`src/design/fhbp_pkg.sv`:
```
`timescale 1ns / 1ps

package fhbp_pkg;

   localparam int unsigned SIG_LEN = 8;
   localparam int unsigned WORDS_PART_ONE = 6;
   localparam int unsigned WORDS_TOTAL = 14;

   // Result status codes
   localparam logic [1:0] STATUS_OK        = 2'd0;
   localparam logic [1:0] STATUS_BAD_SIG   = 2'd1;
   localparam logic [1:0] STATUS_BAD_VER   = 2'd2;
   localparam logic [1:0] STATUS_TRUNCATED = 2'd3;

   // Input item kinds
   localparam logic KIND_BYTE = 1'b0;
   localparam logic KIND_EOS  = 1'b1;

   // Configuration register indexes
   localparam logic [1:0] CSR_MIN_VERSION         = 2'd0;
   localparam logic [1:0] CSR_MAX_VERSION         = 2'd1;
   localparam logic [1:0] CSR_SECOND_PART_VERSION = 2'd2;

   localparam logic [31:0] MIN_VERSION_RESET         = 32'd2;
   localparam logic [31:0] MAX_VERSION_RESET         = 32'd9;
   localparam logic [31:0] SECOND_PART_VERSION_RESET = 32'd5;

   localparam logic [3:0] IDX_VERSION        = 4'd2;
   localparam logic [3:0] IDX_SECOND_VERSION = 4'd3;
   localparam logic [3:0] IDX_PART_ONE_LAST  = 4'(WORDS_PART_ONE - 1);
   localparam logic [3:0] IDX_LAST           = 4'(WORDS_TOTAL - 1);

   typedef struct packed {
      logic       kind;
      logic [7:0] byte_value;
   } item_type;

   typedef struct packed {
      logic [3:0]  field_index;
      logic [31:0] field_value;
      logic [1:0]  status;
      logic        last;
   } rsp_type;

   typedef struct packed {
      logic [31:0] min_version;
      logic [31:0] max_version;
      logic [31:0] second_part_version;
   } cfg_type;

   function automatic logic [7:0] sig_byte(input logic [2:0] pos);
      logic [7:0] value;
      unique case (pos)
         3'd0: value = 8'h4E;
         3'd1: value = 8'h65;
         3'd2: value = 8'h6D;
         3'd3: value = 8'h6F;
         3'd4: value = 8'h20;
         3'd5: value = 8'h46;
         3'd6: value = 8'h69;
         3'd7: value = 8'h00;
         default: value = 8'h00;
      endcase
      return value;
   endfunction

endpackage

```
`src/design/fhbp_in_stage.sv`:
```
`timescale 1ns / 1ps

module fhbp_in_stage
   import fhbp_pkg::*;
(
   input  logic     clock,
   input  logic     reset,
   input  logic     req_valid,
   output logic     req_stall,
   input  item_type req_item,
   input  logic     advance,
   output logic     item_valid,
   output item_type item
);

   logic     valid_ff, valid_in;
   item_type item_ff;
   logic     accept;

   assign req_stall = valid_ff && !advance;
   assign accept    = req_valid && !req_stall;

   always_comb begin
      if (accept) begin
         valid_in = 1'b1;
      end else if (advance) begin
         valid_in = 1'b0;
      end else begin
         valid_in = valid_ff;
      end
   end

   always_ff @(posedge clock) begin
      if (reset) begin
         valid_ff <= 1'b0;
      end else begin
         valid_ff <= valid_in;
      end
      if (accept) begin
         item_ff <= req_item;
      end
   end

   assign item_valid = valid_ff;
   assign item       = item_ff;

endmodule

```
`src/design/fhbp_core.sv`:
```
`timescale 1ns / 1ps

module fhbp_core
   import fhbp_pkg::*;
(
   input  logic     clock,
   input  logic     reset,
   input  logic     fire,
   input  item_type item,
   input  cfg_type  cfg,
   output logic     res_valid,
   output rsp_type  res
);

   logic [5:0]  pos_ff, pos_in;
   logic [31:0] word_ff, word_in;
   logic        mismatch_ff, mismatch_in;
   logic        second_ff, second_in;

   logic [5:0]  pos_off;
   logic [3:0]  widx;
   logic [1:0]  lane;
   logic [31:0] word_full;
   logic        in_sig;
   logic        mism;
   logic        rearm;

   assign in_sig    = pos_ff < 6'(SIG_LEN);
   assign pos_off   = pos_ff - 6'(SIG_LEN);
   assign widx      = in_sig ? 4'd0 : pos_off[5:2];
   assign lane      = pos_off[1:0];
   assign word_full = word_ff | ({24'd0, item.byte_value} << {lane, 3'b000});
   assign mism      = mismatch_ff || (item.byte_value != sig_byte(pos_ff[2:0]));

   always_comb begin
      pos_in      = pos_ff;
      word_in     = word_ff;
      mismatch_in = mismatch_ff;
      second_in   = second_ff;
      res_valid   = 1'b0;
      res         = '0;
      rearm       = 1'b0;
      if (fire) begin
         if (item.kind == KIND_EOS) begin
            res_valid = 1'b1;
            res       = '{field_index: widx, field_value: 32'd0,
                          status: STATUS_TRUNCATED, last: 1'b1};
            rearm     = 1'b1;
         end else if (in_sig) begin
            pos_in      = pos_ff + 6'd1;
            mismatch_in = mism;
            // signature is judged as a whole on its final byte
            if (pos_ff == 6'(SIG_LEN - 1) && mism) begin
               res_valid = 1'b1;
               res       = '{field_index: 4'd0, field_value: 32'd0,
                             status: STATUS_BAD_SIG, last: 1'b1};
               rearm     = 1'b1;
            end
         end else begin
            pos_in  = pos_ff + 6'd1;
            word_in = word_full;
            if (lane == 2'd3) begin
               word_in   = 32'd0;
               res_valid = 1'b1;
               res       = '{field_index: widx, field_value: word_full,
                             status: STATUS_OK, last: 1'b0};
               priority if (widx == IDX_VERSION) begin
                  if (word_full < cfg.min_version || word_full > cfg.max_version) begin
                     res.status = STATUS_BAD_VER;
                     res.last   = 1'b1;
                  end else begin
                     second_in = word_full >= cfg.second_part_version;
                  end
               end else if (widx == IDX_SECOND_VERSION) begin
                  if (word_full != 32'd0) begin
                     res.status = STATUS_BAD_VER;
                     res.last   = 1'b1;
                  end
               end else if (widx == IDX_PART_ONE_LAST && !second_ff) begin
                  res.last = 1'b1;
               end else if (widx >= IDX_LAST) begin
                  res.last = 1'b1;
               end else begin
                  res.last = 1'b0;
               end
               rearm = res.last;
            end
         end
      end
      if (rearm) begin
         pos_in      = 6'd0;
         word_in     = 32'd0;
         mismatch_in = 1'b0;
         second_in   = 1'b0;
      end
   end

   always_ff @(posedge clock) begin
      if (reset) begin
         pos_ff      <= 6'd0;
         word_ff     <= 32'd0;
         mismatch_ff <= 1'b0;
         second_ff   <= 1'b0;
      end else begin
         pos_ff      <= pos_in;
         word_ff     <= word_in;
         mismatch_ff <= mismatch_in;
         second_ff   <= second_in;
      end
   end

endmodule

```
`src/design/fhbp_out_stage.sv`:
```
`timescale 1ns / 1ps

module fhbp_out_stage
   import fhbp_pkg::*;
(
   input  logic    clock,
   input  logic    reset,
   input  logic    res_valid,
   input  rsp_type res,
   output logic    advance,
   output logic    rsp_valid,
   input  logic    rsp_stall,
   output rsp_type rsp
);

   logic    valid_ff, valid_in;
   rsp_type rsp_ff;

   // take a new result whenever the held one is gone or leaving
   assign advance = !valid_ff || !rsp_stall;

   always_comb begin
      if (advance) begin
         valid_in = res_valid;
      end else begin
         valid_in = valid_ff;
      end
   end

   always_ff @(posedge clock) begin
      if (reset) begin
         valid_ff <= 1'b0;
      end else begin
         valid_ff <= valid_in;
      end
      if (advance && res_valid) begin
         rsp_ff <= res;
      end
   end

   assign rsp_valid = valid_ff;
   assign rsp       = rsp_ff;

endmodule

```
`src/design/file_header_byte_parser.sv`:
```
`timescale 1ns / 1ps
// A byte is accepted into the input register, and any result that it yields
// is written to the result register.
// Throughput: one byte per cycle unless the output stalls; the parse state
// updates in one step per byte. Reset clears the parse state and both stage
// valids, and loads the version registers with 2, 9 and 5.

module file_header_byte_parser
   import fhbp_pkg::*;
(
   input  logic        clock,
   input  logic        reset,
   input  logic        req_valid,
   output logic        req_stall,
   input  logic        req_kind,
   input  logic [7:0]  req_byte_value,
   output logic        rsp_valid,
   input  logic        rsp_stall,
   output logic [3:0]  rsp_field_index,
   output logic [31:0] rsp_field_value,
   output logic [1:0]  rsp_status,
   output logic        rsp_last,
   input  logic        csr_valid,
   output logic        csr_ready,
   input  logic [1:0]  csr_index,
   input  logic [31:0] csr_data
);

   cfg_type  cfg_ff;
   item_type req_item;
   item_type item;
   logic     item_valid;
   logic     advance;
   logic     res_valid;
   rsp_type  res;
   rsp_type  rsp;

   assign csr_ready = 1'b1;

   always_ff @(posedge clock) begin
      if (reset) begin
         cfg_ff.min_version         <= MIN_VERSION_RESET;
         cfg_ff.max_version         <= MAX_VERSION_RESET;
         cfg_ff.second_part_version <= SECOND_PART_VERSION_RESET;
      end else if (csr_valid && csr_ready) begin
         unique case (csr_index)
            CSR_MIN_VERSION:         cfg_ff.min_version         <= csr_data;
            CSR_MAX_VERSION:         cfg_ff.max_version         <= csr_data;
            CSR_SECOND_PART_VERSION: cfg_ff.second_part_version <= csr_data;
            default: ;
         endcase
      end
   end

   assign req_item = '{kind: req_kind, byte_value: req_byte_value};

   fhbp_in_stage u_in_stage (
      .clock      (clock),
      .reset      (reset),
      .req_valid  (req_valid),
      .req_stall  (req_stall),
      .req_item   (req_item),
      .advance    (advance),
      .item_valid (item_valid),
      .item       (item)
   );

   fhbp_core u_core (
      .clock     (clock),
      .reset     (reset),
      .fire      (item_valid && advance),
      .item      (item),
      .cfg       (cfg_ff),
      .res_valid (res_valid),
      .res       (res)
   );

   fhbp_out_stage u_out_stage (
      .clock     (clock),
      .reset     (reset),
      .res_valid (res_valid),
      .res       (res),
      .advance   (advance),
      .rsp_valid (rsp_valid),
      .rsp_stall (rsp_stall),
      .rsp       (rsp)
   );

   assign rsp_field_index = rsp.field_index;
   assign rsp_field_value = rsp.field_value;
   assign rsp_status      = rsp.status;
   assign rsp_last        = rsp.last;

   // any error status ends the header
   a_error_ends: assert property (@(posedge clock) disable iff (reset)
      rsp_valid && rsp_status != STATUS_OK |-> rsp_last)
      else $error("error result without last");

   a_trunc_zero: assert property (@(posedge clock) disable iff (reset)
      rsp_valid && (rsp_status == STATUS_TRUNCATED || rsp_status == STATUS_BAD_SIG)
      |-> rsp_field_value == 32'd0)
      else $error("truncation or signature result carries a value");

   a_index_range: assert property (@(posedge clock) disable iff (reset)
      rsp_valid |-> rsp_field_index <= IDX_LAST)
      else $error("field index out of range");

   // a stall on the request side only arises from a held, stalled result
   a_stall_cause: assert property (@(posedge clock) disable iff (reset)
      req_stall |-> rsp_valid && rsp_stall)
      else $error("request stalled without backpressure");

endmodule

```
`config.mk`:
```
export PLATFORM = sky130hd
export DESIGN_NAME = file_header_byte_parser
export DESIGN_NICKNAME = d
export VERILOG_FILES = /design/src/design/fhbp_pkg.sv /design/src/design/fhbp_in_stage.sv /design/src/design/fhbp_core.sv /design/src/design/fhbp_out_stage.sv /design/src/design/file_header_byte_parser.sv
export SDC_FILE = /design/constraint.sdc
export NUM_CORES = 1
export LEC_CHECK = 0
export ABC_AREA = 0
export BUFFER_PORTS_ARGS = -buffer_cell sky130_fd_sc_hd__buf_2
export CAP_MARGIN = 20
export CELL_PAD_IN_SITES_DETAIL_PLACEMENT = 0
export CELL_PAD_IN_SITES_GLOBAL_PLACEMENT = 1
export CORE_ASPECT_RATIO = 1.5
export CORE_MARGIN = 2
export CORE_UTILIZATION = 49
export CTS_CLUSTER_SIZE = 24
export DETAILED_ROUTE_END_ITERATION = 8
export PLACE_DENSITY = 0.9
export RECOVER_POWER = 100
export SLEW_MARGIN = 20
export SYNTH_ARGS = -nofsm -noshare
export SYNTH_HDL_FRONTEND = slang
export SYNTH_HIERARCHICAL = 1
export SYNTH_SLANG_ARGS = --single-unit
export TNS_END_PERCENT = 20
```
`constraint.sdc`:
```
create_clock -name clock -period 6.05 [get_ports clock]
set_input_delay 1.21 -clock clock [delete_from_list [all_inputs] [get_ports clock]]
set_output_delay 1.21 -clock clock [all_outputs]
set_load 0.01 [all_outputs]
```
# Word-level counts from Yosys, hierarchy flattened
# Memory sizes are Yosys's and may differ from the RTL's. A register that Yosys moved wholly into a read port is not among the register bits.
# Index checks and enable logic that the tools add are counted.
# classes
addsub	2
order_cmp	5
eq_ne	8
n_shift	1
muxes	26
n_bitwise	5
n_reduce_logical	26
# op_table
op	n
$mux W39	3
$ge A32 B32 Y1	1
$gt A32 B32 Y1	1
$lt A32 B32 Y1	1
$mux W32	1
$or A32 B32 Y32	1
$reduce_bool A32 Y1	1
$shl A8 B5 Y32	1
$mux W3	5
$mux W1	14
$eq A4 B2 Y1 const B	2
$ne A8 B8 Y1	1
$reduce_and A2 Y1	4
$add A6 B1 Y6 const B	1
$eq A6 B3 Y1 const B	1
$logic_and A1 B1 Y1	6
$lt A6 B4 Y1 const B	1
$reduce_and A3 Y1	2
$reduce_and A6 Y1	1
$sub A6 B4 Y6 const B	1
$logic_not A1 Y1	5
$eq A2 B2 Y1 const B	2
$eq A4 B3 Y1 const B	1
$ge A4 B4 Y1 const B	1
other kinds (8)	15
# word_totals
ff_bits	186
mem_bits_ro	48
word_cells	89
mem_count	1
# mem_list
memory	words	word_bits	read_ports	rd_clocked_by_memory_dff	wr	line	rtl
(name not given)	8	6	1	1	0	fhbp_pkg.sv:53	unique case (pos)

# Longest topological paths before layout
# logic_depth
depth_word	13
depth_mapped	18

# Cells and area by module
# Netlist, hierarchy kept.
# by_module_without_submodules
mod	n_inst	cells_per_inst	area_each_um2	seq_area_each_um2
fhbp_core	1	655	5017.3	920.9
file_header_byte_parser	1	357	3892.5	1921.8
fhbp_out_stage	1	44	1209.9	1191.1
fhbp_in_stage	1	13	320.3	290.3

# Worst setup path before layout
# Ideal clock, no wire load.
# synth_timing
path_kind	register -> register
start	register u_core.pos_ff[1]
end	register (tool-made name)
setup_time_ps	127
t_arrival_ps	3519
required_time_ps	5923
path_slack_ps	2404
stages_incl_launch_ff	17
path_buffers	3
synth_period_minus_slack_ps	3646
path_cell_list	dfxtp_1 > clkbuf_1 > and2_1 > clkbuf_1 > a21o_1 > ha_1 > a21o_1 > a21oi_1 > o22ai_1 > a211o_2 > a41oi_2 > o221ai_2 > nand2_1 > buf_6 > or2_1 > ha_1 > or3_1
# synth_rtl
item	line	rtl
start, declared	fhbp_core.sv:15	logic [5:0] pos_ff, pos_in;
start signal, assigned	fhbp_core.sv:105	pos_ff <= pos_in;

# Final worst setup path
# layout_timing
start	register u_core.pos_ff[0]
end	register u_core.word_ff[0]
# layout_between
elab_chain_cells	12
# layout_rtl
item	line	rtl
$sub A6 B4 Y6 or $lt A6 B4 Y1 (tied branches)	fhbp_core.sv:29, fhbp_core.sv:28	
$shl A8 B5 Y32 or $mux W4 (tied branches)	fhbp_core.sv:32, fhbp_core.sv:30	
$or A32 B32 Y32, or another cell as far along	fhbp_core.sv:32	assign word_full = word_ff | ({24'd0, item.byte_value} << {lane, 3'b000});
$lt A32 B32 Y1, or another cell as far along	fhbp_core.sv:68	if (word_full < cfg.min_version || word_full > cfg.max_version) begin
$logic_or A1 B1 Y1, or another cell as far along	fhbp_core.sv:68	
$mux W3 or $mux W1 (tied branches)	fhbp_core.sv:68, fhbp_core.sv:74	
$mux W3	fhbp_core.sv:67	priority if (widx == IDX_VERSION) begin
$mux W1	fhbp_core.sv:62	if (lane == 2'd3) begin
$mux W1	fhbp_core.sv:49	end else if (in_sig) begin
$mux W1	fhbp_core.sv:44	if (item.kind == KIND_EOS) begin
$mux W1	fhbp_core.sv:43	if (fire) begin
$reduce_or A2 Y1 (no line)	n/a	
end signal, assigned	fhbp_core.sv:106	word_ff <= word_in;
end, declared	fhbp_core.sv:16	logic [31:0] word_ff, word_in;
# Parallel ways exist; a longest one is shown, timed or not.
# A chain may end at the register's enable or synchronous reset.

==> results.json <==
{
  "path_max_fanout": 32,
  "rows": 65,
  "clock_skew_ns": 0.00703,
  "leakagePower_nw": 5.14,
  "rsz0062_at_grt": "false",
  "syn_inst": 1069,
  "cts_tree": "yes",
  "n_antenna_cell": 0,
  "drtIter0Drc": 416,
  "p_per_area_nw_per_um2": 239,
  "place_ws_ns": 1.38,
  "hold_path_class": "flip-flop to flip-flop",
  "cts_buffers": 17,
  "post_cts_buffers": 0,
  "fill_cells": 1931,
  "portBuffers": 88,
  "ir_worst_vdd_v": 0.000178,
  "synth_seq_area_share": 0.414,
  "die-area_sq_um": 22500,
  "antenna_found_initial": 0,
  "synth.top_cell.area_share": 0.276,
  "drt_wl_total_um": 24600,
  "gp_congestion": 0.936,
  "cp.arrival_ns": 5.38,
  "grt_remaining_overflow": 0,
  "ant_nets": 0,
  "yosysUniqueCellTypes": 62,
  "netlist_top_cells_area": "dfxtp_1, edfxtp_1, ha_1",
  "synth_edf_count": 48,
  "vias": 7722,
  "drcViolationCount": 0,
  "post_cts_resized": 0,
  "clk_pin_slew_worst_paths_ns": 0.07,
  "fmax_mhz": 198,
  "avgRoutedWirePerCell_um": 17.4,
  "final_common_cell": "dfxtp_1",
  "drive_gt1_frac": 0.0891,
  "violations": "max-capacitance violations, max-slew violations",
  "relSlewSlack": -1.78,
  "async_reset_ff_frac": 0,
  "critical_path.max_stage_delay_ns": 1.09,
  "cp_cell_sequence": "nor2b_1 -> a21oi_1 -> inv_1 -> ha_1 -> nand4_1 -> nor4_1 -> a21boi_0 -> nor2_1 -> o2bb2ai_1 -> o221ai_1 -> nand3_1 -> nor3_1",
  "coreArea_sq_um": 21000,
  "multi_input_area_sq_um": 5390,
  "endpoint_kind": "flip-flop",
  "critPathBufInv": 1,
  "grt_max_degree": 136,
  "layout_common_cells": "dfxtp_1, nand2b_1, inv_1, ha_1, mux2i_1",
  "critical-path-slowest-cell": "nand3_1",
  "setup_slack_ns": 0.995,
  "io_pins": 90,
  "worst_pin_slew_ns": 4.17,
  "die_h_um": 183,
  "finalSetupViolCount": 0,
  "start_util": 0.498,
  "grt_pass1_wl_um": 39100,
  "finalCriticalPeriod_ns": 5.05,
  "worstPathRequired_ns": 6.37,
  "hold_viol": 0,
  "syn-num-nets": 1220,
  "period_share": 0.836,
  "dp_hpwl_um": 18300,
  "worstSkewPairLatency_ns": 0.43,
  "maxSlewViolCount": 234,
  "grtUsageTotal": 0.224,
  "die_width_um": 123,
  "clock-sinks": 192,
  "drv_cap": 4,
  "layout.nets": 1283,
  "synth_top_cell_by_area": "dfxtp_1",
  "crit_type": "flip-flop to flip-flop",
  "fin_setup_tns_ns": 0,
  "clock-root-buffer": "clkbuf_16",
  "synth_area_sq_um": 10400,
  "status": "finished with violations",
  "drt-vias-per-instance": 5.46,
  "area_delta_synth_final_pct": 9.61,
  "ys_ff_latch": 192,
  "clk_path_buf_depth": 2,
  "first_pass_iters": 5,
  "critPathLaunchType": "flip-flop",
  "htreeDepth": 4,
  "regArea_sq_um": 4320,
  "syn_area_per_cell_sq_um": 9.77,
  "ys_warn_count": 6,
  "grt_pass1_vias": 7557,
  "ys.flop_type": "dfxtp_1",
  "cp_top_family": "simple AND/OR/NAND/NOR gates",
  "hold_buffers": 0
}
==> cell usage after synthesis, drive strengths merged (7+ instances only) <==
cell type,n
nand4,20
nand2b,124
mux2i,101
a21o,44
edfxtp,48
inv,106
nor2b,7
buf,20
nor4,13
a21oi,44
o21ai,50
and3,32
nand2,25
nor2,67
clkbuf,31
dfxtp,144
xnor2,8
nor3,14
ha,103
nand3,11
==> kinds of logic after synthesis <==
family	after synthesis	synth area share
adder cells (fa/ha/maj)	103	0.123
flip-flops	192	0.414
buffers and inverters	157	0.0656
multiplexers	102	0.0979
other	1	0.000359
AO/OA/AOI/OAI	169	0.105
AND/OR/NAND/NOR	333	0.184
XOR/XNOR	12	0.0101
==> per-layer routing <==
metal / vias up / global-route usage / wire [um]
li1: 3821 / - / -
met1: 3616 / 0.286 / 10700
met2: 225 / 0.368 / 12000
met3: 60 / 0.0361 / 1020
met4: 0 / 0.102 / 885
met5: - / 0 / 0
==> registers in the layout, summed over array words and instances, names as in the netlist, named ones only <==
signal / cells
cfg_ff: 96
u_core/mismatch_ff: 1
u_core/pos_ff: 6
u_core/second_ff: 1
u_core/word_ff: 32
u_in_stage/item: 9
u_in_stage/item_valid: 1
u_out_stage/rsp: 39
u_out_stage/rsp_valid: 1
==> worst register-to-register path, stage by stage (launching register included) <==
cell and delay (ns):
dfxtp_1 0.54, nor2b_1 0.51, a21oi_1 0.17, inv_1 0.23
ha_1 0.19, nand4_1 0.15, nor4_1 0.78, a21boi_0 0.20
nor2_1 0.14, o2bb2ai_1 0.15, o221ai_1 0.29, nand3_1 1.09
nor3_1 0.51
==> path summary, 6_finish.rpt <==
check                                                    from                             end  slack [ns]  cells past startpoint
worst min-delay path                  cfg_ff[56]$_SDFFE_PP0P_         cfg_ff[56]$_SDFFE_PP0P_        0.47                      2
worst max-delay path            u_core/pos_ff[0]$_SDFFE_PP0P_  u_core/word_ff[0]$_SDFFE_PP0P_         1.0                     12
worst min register to register        cfg_ff[56]$_SDFFE_PP0P_         cfg_ff[56]$_SDFFE_PP0P_        0.47                      2
worst max register to register  u_core/pos_ff[0]$_SDFFE_PP0P_  u_core/word_ff[0]$_SDFFE_PP0P_         1.0                     12
==> through the flow <==
| stage | cells | total power, mW | instance area [sq um] | hold slack, ns | utilization |
|---|---|---|---|---|---|
| 6_report | 1413 | 2.74 | 11400 | 0.472 | 0.545 |
| 5_1_grt | 1413 | 2.85 | 11400 | 0.489 | 0.545 |
| 4_1_cts | 1413 | 2.76 | 11600 | 0.476 | 0.551 |
| 3_5_place_dp | 1381 | 1.69 | 11000 | 0.462 | 0.524 |
| 3_3_place_gp | 1381 | 1.68 | 11000 | 0.459 | 0.524 |
| 2_1_floorplan | 1069 | 1.60 | 10400 | 0.448 | - |
==> power breakdown <==
part / switching (mW) / internal [mW] / total [mW]
clock: 0.508 / 0.572 / 1.08
combinational: 0.166 / 0.118 / 0.284
sequential: 0.0262 / 1.35 / 1.37
==> cell type report <==
type                       count  area share
clock buffer                  21      0.0411
clock inverter                11     0.00809
timing repair buffer          95      0.0376
sequential                   192       0.378
tap                          268      0.0293
multi-input combinational    720       0.471
inverter                     106      0.0348
No activity file was read; power rests on OpenSTA's default activity.
